<file path="src/hdl/dls_pkg.sv">
package dls_pkg;

   // Width of the saturating lane accumulators.
   localparam int ACC_BITS = 40;
   // Number of lanes that have a weight field on the input channel.
   localparam int WEIGHT_FIELDS = 4;
   // Register and result field widths.
   localparam int CNT_W = 3;
   localparam int IDX_W = 2;
   localparam int ACT_W = 16;
   // Finished vectors that may wait between the accumulators and the output side.
   localparam int QDEPTH = 4;
   localparam int QPTR_W = $clog2(QDEPTH);
   localparam int QCNT_W = $clog2(QDEPTH + 1);

   localparam logic [63:0] Q30_ONE = 64'd1 << 30;
   localparam logic [63:0] EXP_NEG1_Q30 = 64'd395007542;
   localparam logic [ACT_W-1:0] ACT_MAX = '1;

   // How a lane sum maps onto the sigmoid curve.
   typedef enum logic [1:0] {
      SIG_LOW    = 2'd0,
      SIG_HIGH   = 2'd1,
      SIG_LOOKUP = 2'd2
   } sig_code_type;

   // Restoring long division, used only while the table is built at elaboration.
   function automatic logic [63:0] udiv64(input logic [63:0] num, input logic [63:0] den);
      logic [63:0] q;
      logic [64:0] r;
      int          i;
      q = '0;
      r = '0;
      for (i = 63; i >= 0; i--) begin
         r = {r[63:0], num[i]};
         if (r >= {1'b0, den}) begin
            r    = r - {1'b0, den};
            q[i] = 1'b1;
         end
      end
      return q;
   endfunction

   // e to the power -t, with t and the result in unsigned Q30.
   function automatic logic [63:0] exp_neg_q30(input logic [63:0] t);
      logic [63:0] n;
      logic [63:0] f;
      logic [63:0] acc;
      logic [63:0] term;
      int          k;
      int          i;
      n    = t >> 30;
      f    = t & (Q30_ONE - 64'd1);
      acc  = Q30_ONE;
      term = Q30_ONE;
      for (k = 1; k <= 24; k++) begin
         term = udiv64((term * f) >> 30, 64'(k));
         if ((k % 2) == 1) begin
            acc = acc - term;
         end else begin
            acc = acc + term;
         end
      end
      for (i = 0; i < 16; i++) begin
         if (64'(i) < n) begin
            acc = (acc * EXP_NEG1_Q30 + (Q30_ONE >> 1)) >> 30;
         end
      end
      return acc;
   endfunction

   // Sigmoid at the centre of bin idx out of size bins spread over [-8, 8).
   function automatic logic [ACT_W-1:0] sig_entry(input int idx, input int size);
      logic signed [63:0] xq;
      logic [63:0]        t;
      logic [63:0]        e;
      logic [63:0]        num;
      logic [63:0]        den;
      logic [63:0]        v;
      xq  = signed'(udiv64(64'(2 * idx + 1) << 33, 64'(size))) - (64'sd1 <<< 33);
      t   = (xq >= 0) ? 64'(xq) : 64'(-xq);
      e   = exp_neg_q30(t);
      num = (xq >= 0) ? Q30_ONE : e;
      den = Q30_ONE + e;
      v   = udiv64(num * 64'd65536 + (den >> 1), den);
      return (v > 64'(ACT_MAX)) ? ACT_MAX : v[ACT_W-1:0];
   endfunction

endpackage

</file>
<file path="src/hdl/dls_queue.sv">
module dls_queue import dls_pkg::*; #(
   parameter int WIDTH = 160
) (
   input  logic             clock,
   input  logic             reset,
   input  logic             push,
   input  logic [WIDTH-1:0] push_data,
   input  logic             pop,
   output logic             head_valid,
   output logic [WIDTH-1:0] head_data
);

   logic [WIDTH-1:0]  entry_ff [QDEPTH];
   logic [QPTR_W-1:0] wr_ptr_ff, wr_ptr_in;
   logic [QPTR_W-1:0] rd_ptr_ff, rd_ptr_in;
   logic [QCNT_W-1:0] count_ff, count_in;

   // The front never pushes into a full queue: it holds a credit for every vector in flight.
   always_comb begin
      wr_ptr_in = push ? QPTR_W'((32'(wr_ptr_ff) + 1) % QDEPTH) : wr_ptr_ff;
      rd_ptr_in = pop ? QPTR_W'((32'(rd_ptr_ff) + 1) % QDEPTH) : rd_ptr_ff;
      count_in  = count_ff + QCNT_W'(push) - QCNT_W'(pop);
   end

   always_ff @(posedge clock) begin
      if (reset) begin
         wr_ptr_ff <= '0;
         rd_ptr_ff <= '0;
         count_ff  <= '0;
      end else begin
         wr_ptr_ff <= wr_ptr_in;
         rd_ptr_ff <= rd_ptr_in;
         count_ff  <= count_in;
      end
   end

   always_ff @(posedge clock) begin
      if (push) begin
         entry_ff[wr_ptr_ff] <= push_data;
      end
   end

   assign head_valid = (count_ff != '0);
   assign head_data  = entry_ff[rd_ptr_ff];

endmodule

</file>
<file path="src/hdl/dls_front.sv">
module dls_front import dls_pkg::*; #(
   parameter int NL = 4,
   parameter int DATA_BITS = 16
) (
   input  logic                        clock,
   input  logic                        reset,
   input  logic                        req_valid,
   output logic                        req_stall,
   input  logic signed [DATA_BITS-1:0] x_value,
   input  logic signed [DATA_BITS-1:0] w_lane [WEIGHT_FIELDS],
   input  logic                        last_in,
   input  logic                        pop,
   output logic                        push,
   output logic [NL*ACC_BITS-1:0]      push_data
);

   localparam int PROD_W = 2 * DATA_BITS;
   localparam int SUM_W  = ((ACC_BITS > PROD_W) ? ACC_BITS : PROD_W) + 1;
   localparam logic signed [SUM_W-1:0] ACC_MAX = SUM_W'((64'sd1 <<< (ACC_BITS - 1)) - 1);
   localparam logic signed [SUM_W-1:0] ACC_MIN = -ACC_MAX - SUM_W'(1);

   logic                        accept;
   logic [QCNT_W-1:0]           credit_ff, credit_in;
   logic                        s1_valid_ff;
   logic                        s1_last_ff;
   logic signed [PROD_W-1:0]    prod_ff [NL];
   logic signed [ACC_BITS-1:0]  acc_ff [NL];
   logic signed [ACC_BITS-1:0]  acc_in [NL];
   logic signed [ACC_BITS-1:0]  sat_sum [NL];
   logic signed [SUM_W-1:0]     raw_sum [NL];

   // A credit is taken for each accepted last item and returned when its vector leaves the queue.
   assign req_stall = (credit_ff == QCNT_W'(QDEPTH));
   assign accept    = req_valid && !req_stall;
   assign credit_in = credit_ff + QCNT_W'(accept && last_in) - QCNT_W'(pop);

   always_comb begin
      for (int k = 0; k < NL; k++) begin
         raw_sum[k] = SUM_W'(acc_ff[k]) + SUM_W'(prod_ff[k]);
         if (raw_sum[k] > ACC_MAX) begin
            sat_sum[k] = ACC_MAX[ACC_BITS-1:0];
         end else if (raw_sum[k] < ACC_MIN) begin
            sat_sum[k] = ACC_MIN[ACC_BITS-1:0];
         end else begin
            sat_sum[k] = raw_sum[k][ACC_BITS-1:0];
         end
         acc_in[k] = acc_ff[k];
         if (s1_valid_ff) begin
            acc_in[k] = s1_last_ff ? '0 : sat_sum[k];
         end
         push_data[k*ACC_BITS +: ACC_BITS] = sat_sum[k];
      end
   end

   assign push = s1_valid_ff && s1_last_ff;

   always_ff @(posedge clock) begin
      if (reset) begin
         credit_ff   <= '0;
         s1_valid_ff <= 1'b0;
         s1_last_ff  <= 1'b0;
         for (int k = 0; k < NL; k++) begin
            acc_ff[k] <= '0;
         end
      end else begin
         credit_ff   <= credit_in;
         s1_valid_ff <= accept;
         s1_last_ff  <= accept && last_in;
         for (int k = 0; k < NL; k++) begin
            acc_ff[k] <= acc_in[k];
         end
      end
   end

   always_ff @(posedge clock) begin
      if (accept) begin
         for (int k = 0; k < NL; k++) begin
            prod_ff[k] <= PROD_W'(x_value) * PROD_W'(w_lane[k]);
         end
      end
   end

endmodule

</file>
<file path="src/hdl/dls_back.sv">
module dls_back import dls_pkg::*; #(
   parameter int NL = 4,
   parameter int DATA_BITS = 16,
   parameter int SIG_TABLE_SIZE = 256
) (
   input  logic                   clock,
   input  logic                   reset,
   input  logic [CNT_W-1:0]       out_count,
   input  logic                   head_valid,
   input  logic [NL*ACC_BITS-1:0] head_data,
   output logic                   pop,
   output logic                   rsp_valid,
   input  logic                   rsp_stall,
   output logic [IDX_W-1:0]       rsp_out_index,
   output logic [ACT_W-1:0]       rsp_activation,
   output logic                   rsp_last_out
);

   localparam int PROD_FRAC = 2 * (DATA_BITS - 4);
   localparam int U_W       = PROD_FRAC + 4;
   localparam int CMP_W     = ((ACC_BITS > U_W) ? ACC_BITS : U_W) + 2;
   localparam int PRE       = (U_W > 28) ? U_W - 28 : 0;
   localparam int UP_W      = U_W - PRE;
   localparam int TW        = (SIG_TABLE_SIZE > 1) ? $clog2(SIG_TABLE_SIZE) : 1;
   localparam int SZ_W      = $clog2(SIG_TABLE_SIZE + 1);
   localparam int MUL_W     = UP_W + SZ_W;
   localparam int KW        = (NL > 1) ? $clog2(NL) : 1;
   localparam logic signed [CMP_W-1:0] RANGE = CMP_W'(1) <<< (PROD_FRAC + 3);
   localparam logic [MUL_W-1:0] IDX_TOP = MUL_W'(SIG_TABLE_SIZE - 1);

   logic [ACT_W-1:0]         sig_rom [SIG_TABLE_SIZE];

   genvar g;
   for (g = 0; g < SIG_TABLE_SIZE; g++) begin : g_rom
      localparam logic [ACT_W-1:0] ENT = sig_entry(g, SIG_TABLE_SIZE);
      assign sig_rom[g] = ENT;
   end

   logic                     advance;
   logic [CNT_W-1:0]         n_out;
   logic [KW-1:0]            lane_ff, lane_in;
   logic                     issue;
   logic                     final_lane;
   logic signed [ACC_BITS-1:0] sel_sum;
   logic signed [CMP_W-1:0]  sum_ext;
   logic [CMP_W-1:0]         shifted;
   logic [UP_W-1:0]          u_pre;
   logic [MUL_W-1:0]         scaled;
   logic [MUL_W-1:0]         idx_full;
   sig_code_type             code_in;

   logic                     a_valid_ff;
   logic [IDX_W-1:0]         a_lane_ff;
   logic                     a_last_ff;
   sig_code_type             a_code_ff;
   logic [TW-1:0]            a_idx_ff;
   logic                     rsp_valid_ff;
   logic [IDX_W-1:0]         rsp_out_index_ff;
   logic [ACT_W-1:0]         rsp_activation_ff;
   logic                     rsp_last_out_ff;
   logic [ACT_W-1:0]         act_in;

   // The whole output side moves together whenever the output register is free or being taken.
   assign advance = !rsp_valid_ff || !rsp_stall;
   assign n_out   = (out_count > CNT_W'(NL)) ? CNT_W'(NL) : out_count;

   // Unless stalled, one head lane issues per cycle; the vector leaves after its final lane.
   always_comb begin
      final_lane = (CNT_W'(lane_ff) == n_out - CNT_W'(1));
      issue      = advance && head_valid && (n_out != '0);
      pop        = advance && head_valid && ((n_out == '0) || final_lane);
      lane_in    = lane_ff;
      if (pop) begin
         lane_in = '0;
      end else if (issue) begin
         lane_in = lane_ff + KW'(1);
      end
   end

   always_comb begin
      sel_sum  = head_data[lane_ff*ACC_BITS +: ACC_BITS];
      sum_ext  = CMP_W'(sel_sum);
      shifted  = CMP_W'(sum_ext + RANGE);
      u_pre    = UP_W'(shifted[U_W-1:0] >> PRE);
      scaled   = MUL_W'(u_pre) * MUL_W'(SIG_TABLE_SIZE);
      idx_full = scaled >> UP_W;
      if (idx_full > IDX_TOP) begin
         idx_full = IDX_TOP;
      end
      priority if (sum_ext < -RANGE) begin
         code_in = SIG_LOW;
      end else if (sum_ext >= RANGE) begin
         code_in = SIG_HIGH;
      end else begin
         code_in = SIG_LOOKUP;
      end
   end

   always_comb begin
      unique case (a_code_ff)
         SIG_LOW:    act_in = '0;
         SIG_HIGH:   act_in = ACT_MAX;
         SIG_LOOKUP: act_in = sig_rom[a_idx_ff];
         default:    act_in = '0;
      endcase
   end

   always_ff @(posedge clock) begin
      if (reset) begin
         lane_ff      <= '0;
         a_valid_ff   <= 1'b0;
         rsp_valid_ff <= 1'b0;
      end else begin
         lane_ff <= lane_in;
         if (advance) begin
            a_valid_ff   <= issue;
            rsp_valid_ff <= a_valid_ff;
         end
      end
   end

   always_ff @(posedge clock) begin
      if (advance) begin
         a_lane_ff         <= IDX_W'(lane_ff);
         a_last_ff         <= final_lane;
         a_code_ff         <= code_in;
         a_idx_ff          <= idx_full[TW-1:0];
         rsp_out_index_ff  <= a_lane_ff;
         rsp_activation_ff <= act_in;
         rsp_last_out_ff   <= a_last_ff;
      end
   end

   assign rsp_valid      = rsp_valid_ff;
   assign rsp_out_index  = rsp_out_index_ff;
   assign rsp_activation = rsp_activation_ff;
   assign rsp_last_out   = rsp_last_out_ff;

endmodule

</file>
<file path="src/hdl/dense_layer_sigmoid_core.sv">
// Streams one input element and its per-lane weights per item, one item every cycle, with no
// pause between vectors: each lane multiplies in one stage and accumulates into a saturating
// 40-bit sum in the next. On an item marked last, the finished sums move into a four-vector queue
// and the accumulators clear. The output side then gives one activation per active lane, one a
// cycle unless the output stalls; from the head of the queue each result passes through a lookup
// register and then the output register. Input stalls only when four finished vectors are still
// waiting to be sent. A count of zero clears the sums and sends nothing.
module dense_layer_sigmoid_core import dls_pkg::*; #(
   parameter int LANES = 4,
   parameter int SIG_TABLE_SIZE = 256,
   parameter int DATA_BITS = 16
) (
   input  logic                        clock,
   input  logic                        reset,
   input  logic                        csr_write_en,
   input  logic [CNT_W-1:0]            csr_write_data,
   input  logic                        req_valid,
   output logic                        req_stall,
   input  logic signed [DATA_BITS-1:0] req_x_value,
   input  logic signed [DATA_BITS-1:0] req_w_lane0,
   input  logic signed [DATA_BITS-1:0] req_w_lane1,
   input  logic signed [DATA_BITS-1:0] req_w_lane2,
   input  logic signed [DATA_BITS-1:0] req_w_lane3,
   input  logic                        req_last_in,
   output logic                        rsp_valid,
   input  logic                        rsp_stall,
   output logic [IDX_W-1:0]            rsp_out_index,
   output logic [ACT_W-1:0]            rsp_activation,
   output logic                        rsp_last_out
);

   // Lanes beyond the weight fields are not built and can never send a result.
   localparam int NL = (LANES < WEIGHT_FIELDS) ? LANES : WEIGHT_FIELDS;

   logic [CNT_W-1:0]            out_count_ff;
   logic signed [DATA_BITS-1:0] w_all [WEIGHT_FIELDS];
   logic                        push;
   logic [NL*ACC_BITS-1:0]      push_data;
   logic                        pop;
   logic                        head_valid;
   logic [NL*ACC_BITS-1:0]      head_data;

   always_ff @(posedge clock) begin
      if (reset) begin
         out_count_ff <= CNT_W'(4);
      end else if (csr_write_en) begin
         out_count_ff <= csr_write_data;
      end
   end

   assign w_all[0] = req_w_lane0;
   assign w_all[1] = req_w_lane1;
   assign w_all[2] = req_w_lane2;
   assign w_all[3] = req_w_lane3;

   dls_front #(
      .NL        (NL),
      .DATA_BITS (DATA_BITS)
   ) u_front (
      .clock     (clock),
      .reset     (reset),
      .req_valid (req_valid),
      .req_stall (req_stall),
      .x_value   (req_x_value),
      .w_lane    (w_all),
      .last_in   (req_last_in),
      .pop       (pop),
      .push      (push),
      .push_data (push_data)
   );

   dls_queue #(
      .WIDTH (NL * ACC_BITS)
   ) u_queue (
      .clock      (clock),
      .reset      (reset),
      .push       (push),
      .push_data  (push_data),
      .pop        (pop),
      .head_valid (head_valid),
      .head_data  (head_data)
   );

   dls_back #(
      .NL             (NL),
      .DATA_BITS      (DATA_BITS),
      .SIG_TABLE_SIZE (SIG_TABLE_SIZE)
   ) u_back (
      .clock          (clock),
      .reset          (reset),
      .out_count      (out_count_ff),
      .head_valid     (head_valid),
      .head_data      (head_data),
      .pop            (pop),
      .rsp_valid      (rsp_valid),
      .rsp_stall      (rsp_stall),
      .rsp_out_index  (rsp_out_index),
      .rsp_activation (rsp_activation),
      .rsp_last_out   (rsp_last_out)
   );

endmodule

</file>
<file path="config.mk">
export PLATFORM = sky130hd
export DESIGN_NAME = dense_layer_sigmoid_core
export DESIGN_NICKNAME = d
export VERILOG_FILES = /design/src/hdl/dls_pkg.sv /design/src/hdl/dls_queue.sv /design/src/hdl/dls_front.sv /design/src/hdl/dls_back.sv /design/src/hdl/dense_layer_sigmoid_core.sv
export SDC_FILE = /design/constraint.sdc
export NUM_CORES = 2
export LEC_CHECK = 0
export ABC_AREA = 1
export BUFFER_PORTS_ARGS = -buffer_cell sky130_fd_sc_hd__buf_2
export CAP_MARGIN = 10
export CORE_MARGIN = 2
export CORE_UTILIZATION = 50
export DETAILED_ROUTE_END_ITERATION = 16
export GPL_TIMING_DRIVEN = 0
export PLACE_DENSITY = 0.67
export SLEW_MARGIN = 20
export SYNTH_ARGS = -nofsm -noshare
export SYNTH_HDL_FRONTEND = slang
export SYNTH_HIERARCHICAL = 1
export SYNTH_SLANG_ARGS = --single-unit
</file>
<file path="constraint.sdc">
create_clock -name clock -period 6.7 [get_ports clock]
set_input_delay 0.335 -clock clock [delete_from_list [all_inputs] [get_ports clock]]
set_output_delay 0.335 -clock clock [all_outputs]
set_load 0.02 [all_outputs]
</file>
==> qor.csv <==
metric;value;unit
crit_chain;clkbuf_2 -> clkdlybuf4s15_2 -> nand2_1 -> fa_1 -> inv_1 -> fa_1 -> fa_1 -> fa_1 -> fa_1 -> inv_1 -> fa_1 -> inv_1 -> ha_1 -> nand2_1 -> nor4_1 -> nand4_1 -> nand3_1 -> a21oi_1 -> o21ai_0 -> xor2_1;
place_congestion;1.07;
crit_slowest_cell;fa_1;
routed-wl-met2;127000;um
hold_class;in -> reg;
n_fill_cell;15800;
critPathMaxFanout;10;
critPathArrivalTime;7230;ps
ant_nets;0;
hold_viol;0;
ioPinCount;110;
tightest_slew;1280;ps
drv_slew;0;
start_kind;input pin;
cts_buffers;70;
final_nets;12400;
status;finished with violations;
totalWireLength;285000;um
multi_input_area;52900;um2
area_growth;6.96;%
cts_buffer_depth;3;
period_minus_slack;6810;ps
grt_pass1_vias;70300;
drc_errors;0;
slew_headroom;0.147;
numPortBuffers;33;
cts_root_buffer;clkbuf_16;
place_inst;12800;
setup_tns;-174;ps
drive_above_1_share;0.0515;
path_class;in -> reg;
final_core_util;0.538;
grt_max_degree;102;
drt-vias-per-instance;5.47;
max_freq;147;MHz
yosys_warnings;6;
grt_util_all_layers;0.340;
cts_sinks;661;
final_cells;13000;
required;7120;ps
critPathCaptureType;flop;
antenna_found_initial;22;
die_y;408;um
drtIter0Drc;6962;
cap_viol_max_count;0;
fp.dieW;408;um
netlist_area;81800;um2
tritoncts;done;
dieArea;167000;um2
clock_skew;26.1;ps
via_count;70900;
crit_top_cell;fa_1;
wl_per_cell;22.0;um
cp_top_family;adder cells;
setup_ws;-110;ps
placed_area;84900;um2
clk_pin_slew_worst_paths;60;ps
h-tree-depth;3;
initial_core_util;0.503;
core_area;163000;um2
grt_overflow_total;0;
met3_length;26900;um
rsz0062_at_grt;true;
path_buf_inv;5;
wirelength_met1;112000;um
syn-num-nets;12300;
firstDrtPassIters;7;
setup_viol;2;
violations;negative setup slack;
rows;148;
hpwl;228000;um
synthCells;10600;
avgSynthCellArea;7.71;um2
maxUsedRoutingLayer;met5;
design_area;87500;um2
seqCellArea;18000;um2
min_period_over_period;1.02;
slowest_delay;640;ps
insertion_delay;650;ps
grt_pass1_wl;427000;um
-- path summary, 6_finish.rpt --
kind / start / to / slack [ps] / cells after the start
min reg2reg: u_back/a_lane_ff[0] / u_back/rsp_out_index[0] / 430 / 0
min: req_valid / u_front/s1_valid_ff / 200 / 3
max: req_x_value[11] / u_front/prod_ff[2][30] / -110 / 20
max reg2reg: u_back/a_idx_ff[1] / u_back/rsp_activation[5] / 2210 / 11
-- flip-flops by register name (all words and copies together), names as in the netlist, 2 cells and up, named ones only --
name / flops
u_queue/entry_ff: 320
u_front/acc_ff: 160
u_front/prod_ff: 128
u_back/rsp_activation: 16
u_back/a_idx_ff: 8
out_count_ff: 3
u_front/credit_ff: 3
u_queue/count_ff: 3
u_back/a_code_ff: 2
u_back/a_lane_ff: 2
u_back/lane_ff: 2
u_back/rsp_out_index: 2
u_queue/rd_ptr_ff: 2
u_queue/wr_ptr_ff: 2
-- layer usage --
layer  up-vias  track usage
met4        20        0.189
met2      3440        0.537
met5         -            0
li1      32300            -
met3       822       0.0636
met1     34300        0.441
-- timing repair --
| item | in CTS | in global routing |
|---|---|---|
| endpoints found under the setup margin | 35 | 21 |
| hold buffers | 10 | 0 |
| endpoints found under the hold margin | 8 | 0 |
| resized for setup | 31 | 90 |
| buffers inserted | 0 | 5 |
| pin swaps | 0 | 2 |
-- layout by cell type (no fill, tap or decap), drive strengths merged, types with 2 or more instances in the layout --
master,count
o211ai,98
nand2,3300
a21oi,604
dlygate4sd3,10
inv,2306
dfxtp,181
clkinvlp,3
a22oi,2
nand4,61
and2,4
o21a,15
a21boi,8
diode,8
a211oi,4
o31ai,5
xnor2,83
a21o,27
a221oi,6
nand3,315
edfxtp,480
buf,238
clkbuf,359
o21bai,49
nor2,496
nor4,11
o22ai,8
xor2,163
ha,519
o21ai,276
fa,1054
clkdlybuf4s15,5
and3,5
a31oi,15
clkinv,22
or2,15
nor3,32
-- cell type report --
type,instances,share of cell area
multi-input cells,7182,0.605
repair buffers,55,0.00539
diodes,8,0.000229
clock inverters,29,0.00280
flip-flops and latches,661,0.206
clock buffers,98,0.0231
plain buffers,459,0.0269
well taps,2175,0.0311
inverters,2303,0.0991
-- worst min-delay path, cell delays in order --
cell     delay, ps
buf_2          100
o21ai_0        280
nor2_1          70
-- stage by stage --
stage / worst slack [ps] / hold WS, ps
floorplan: 644 / 400
global placement: -1640 / 401
detailed placement: -1520 / 419
CTS: 17.7 / 148
global route: -126 / 197
finish: -110 / 196
Power is left out: the tool's default activity adds up to more than one toggle a clock period on the data nets, which glitch-free logic cannot reach.
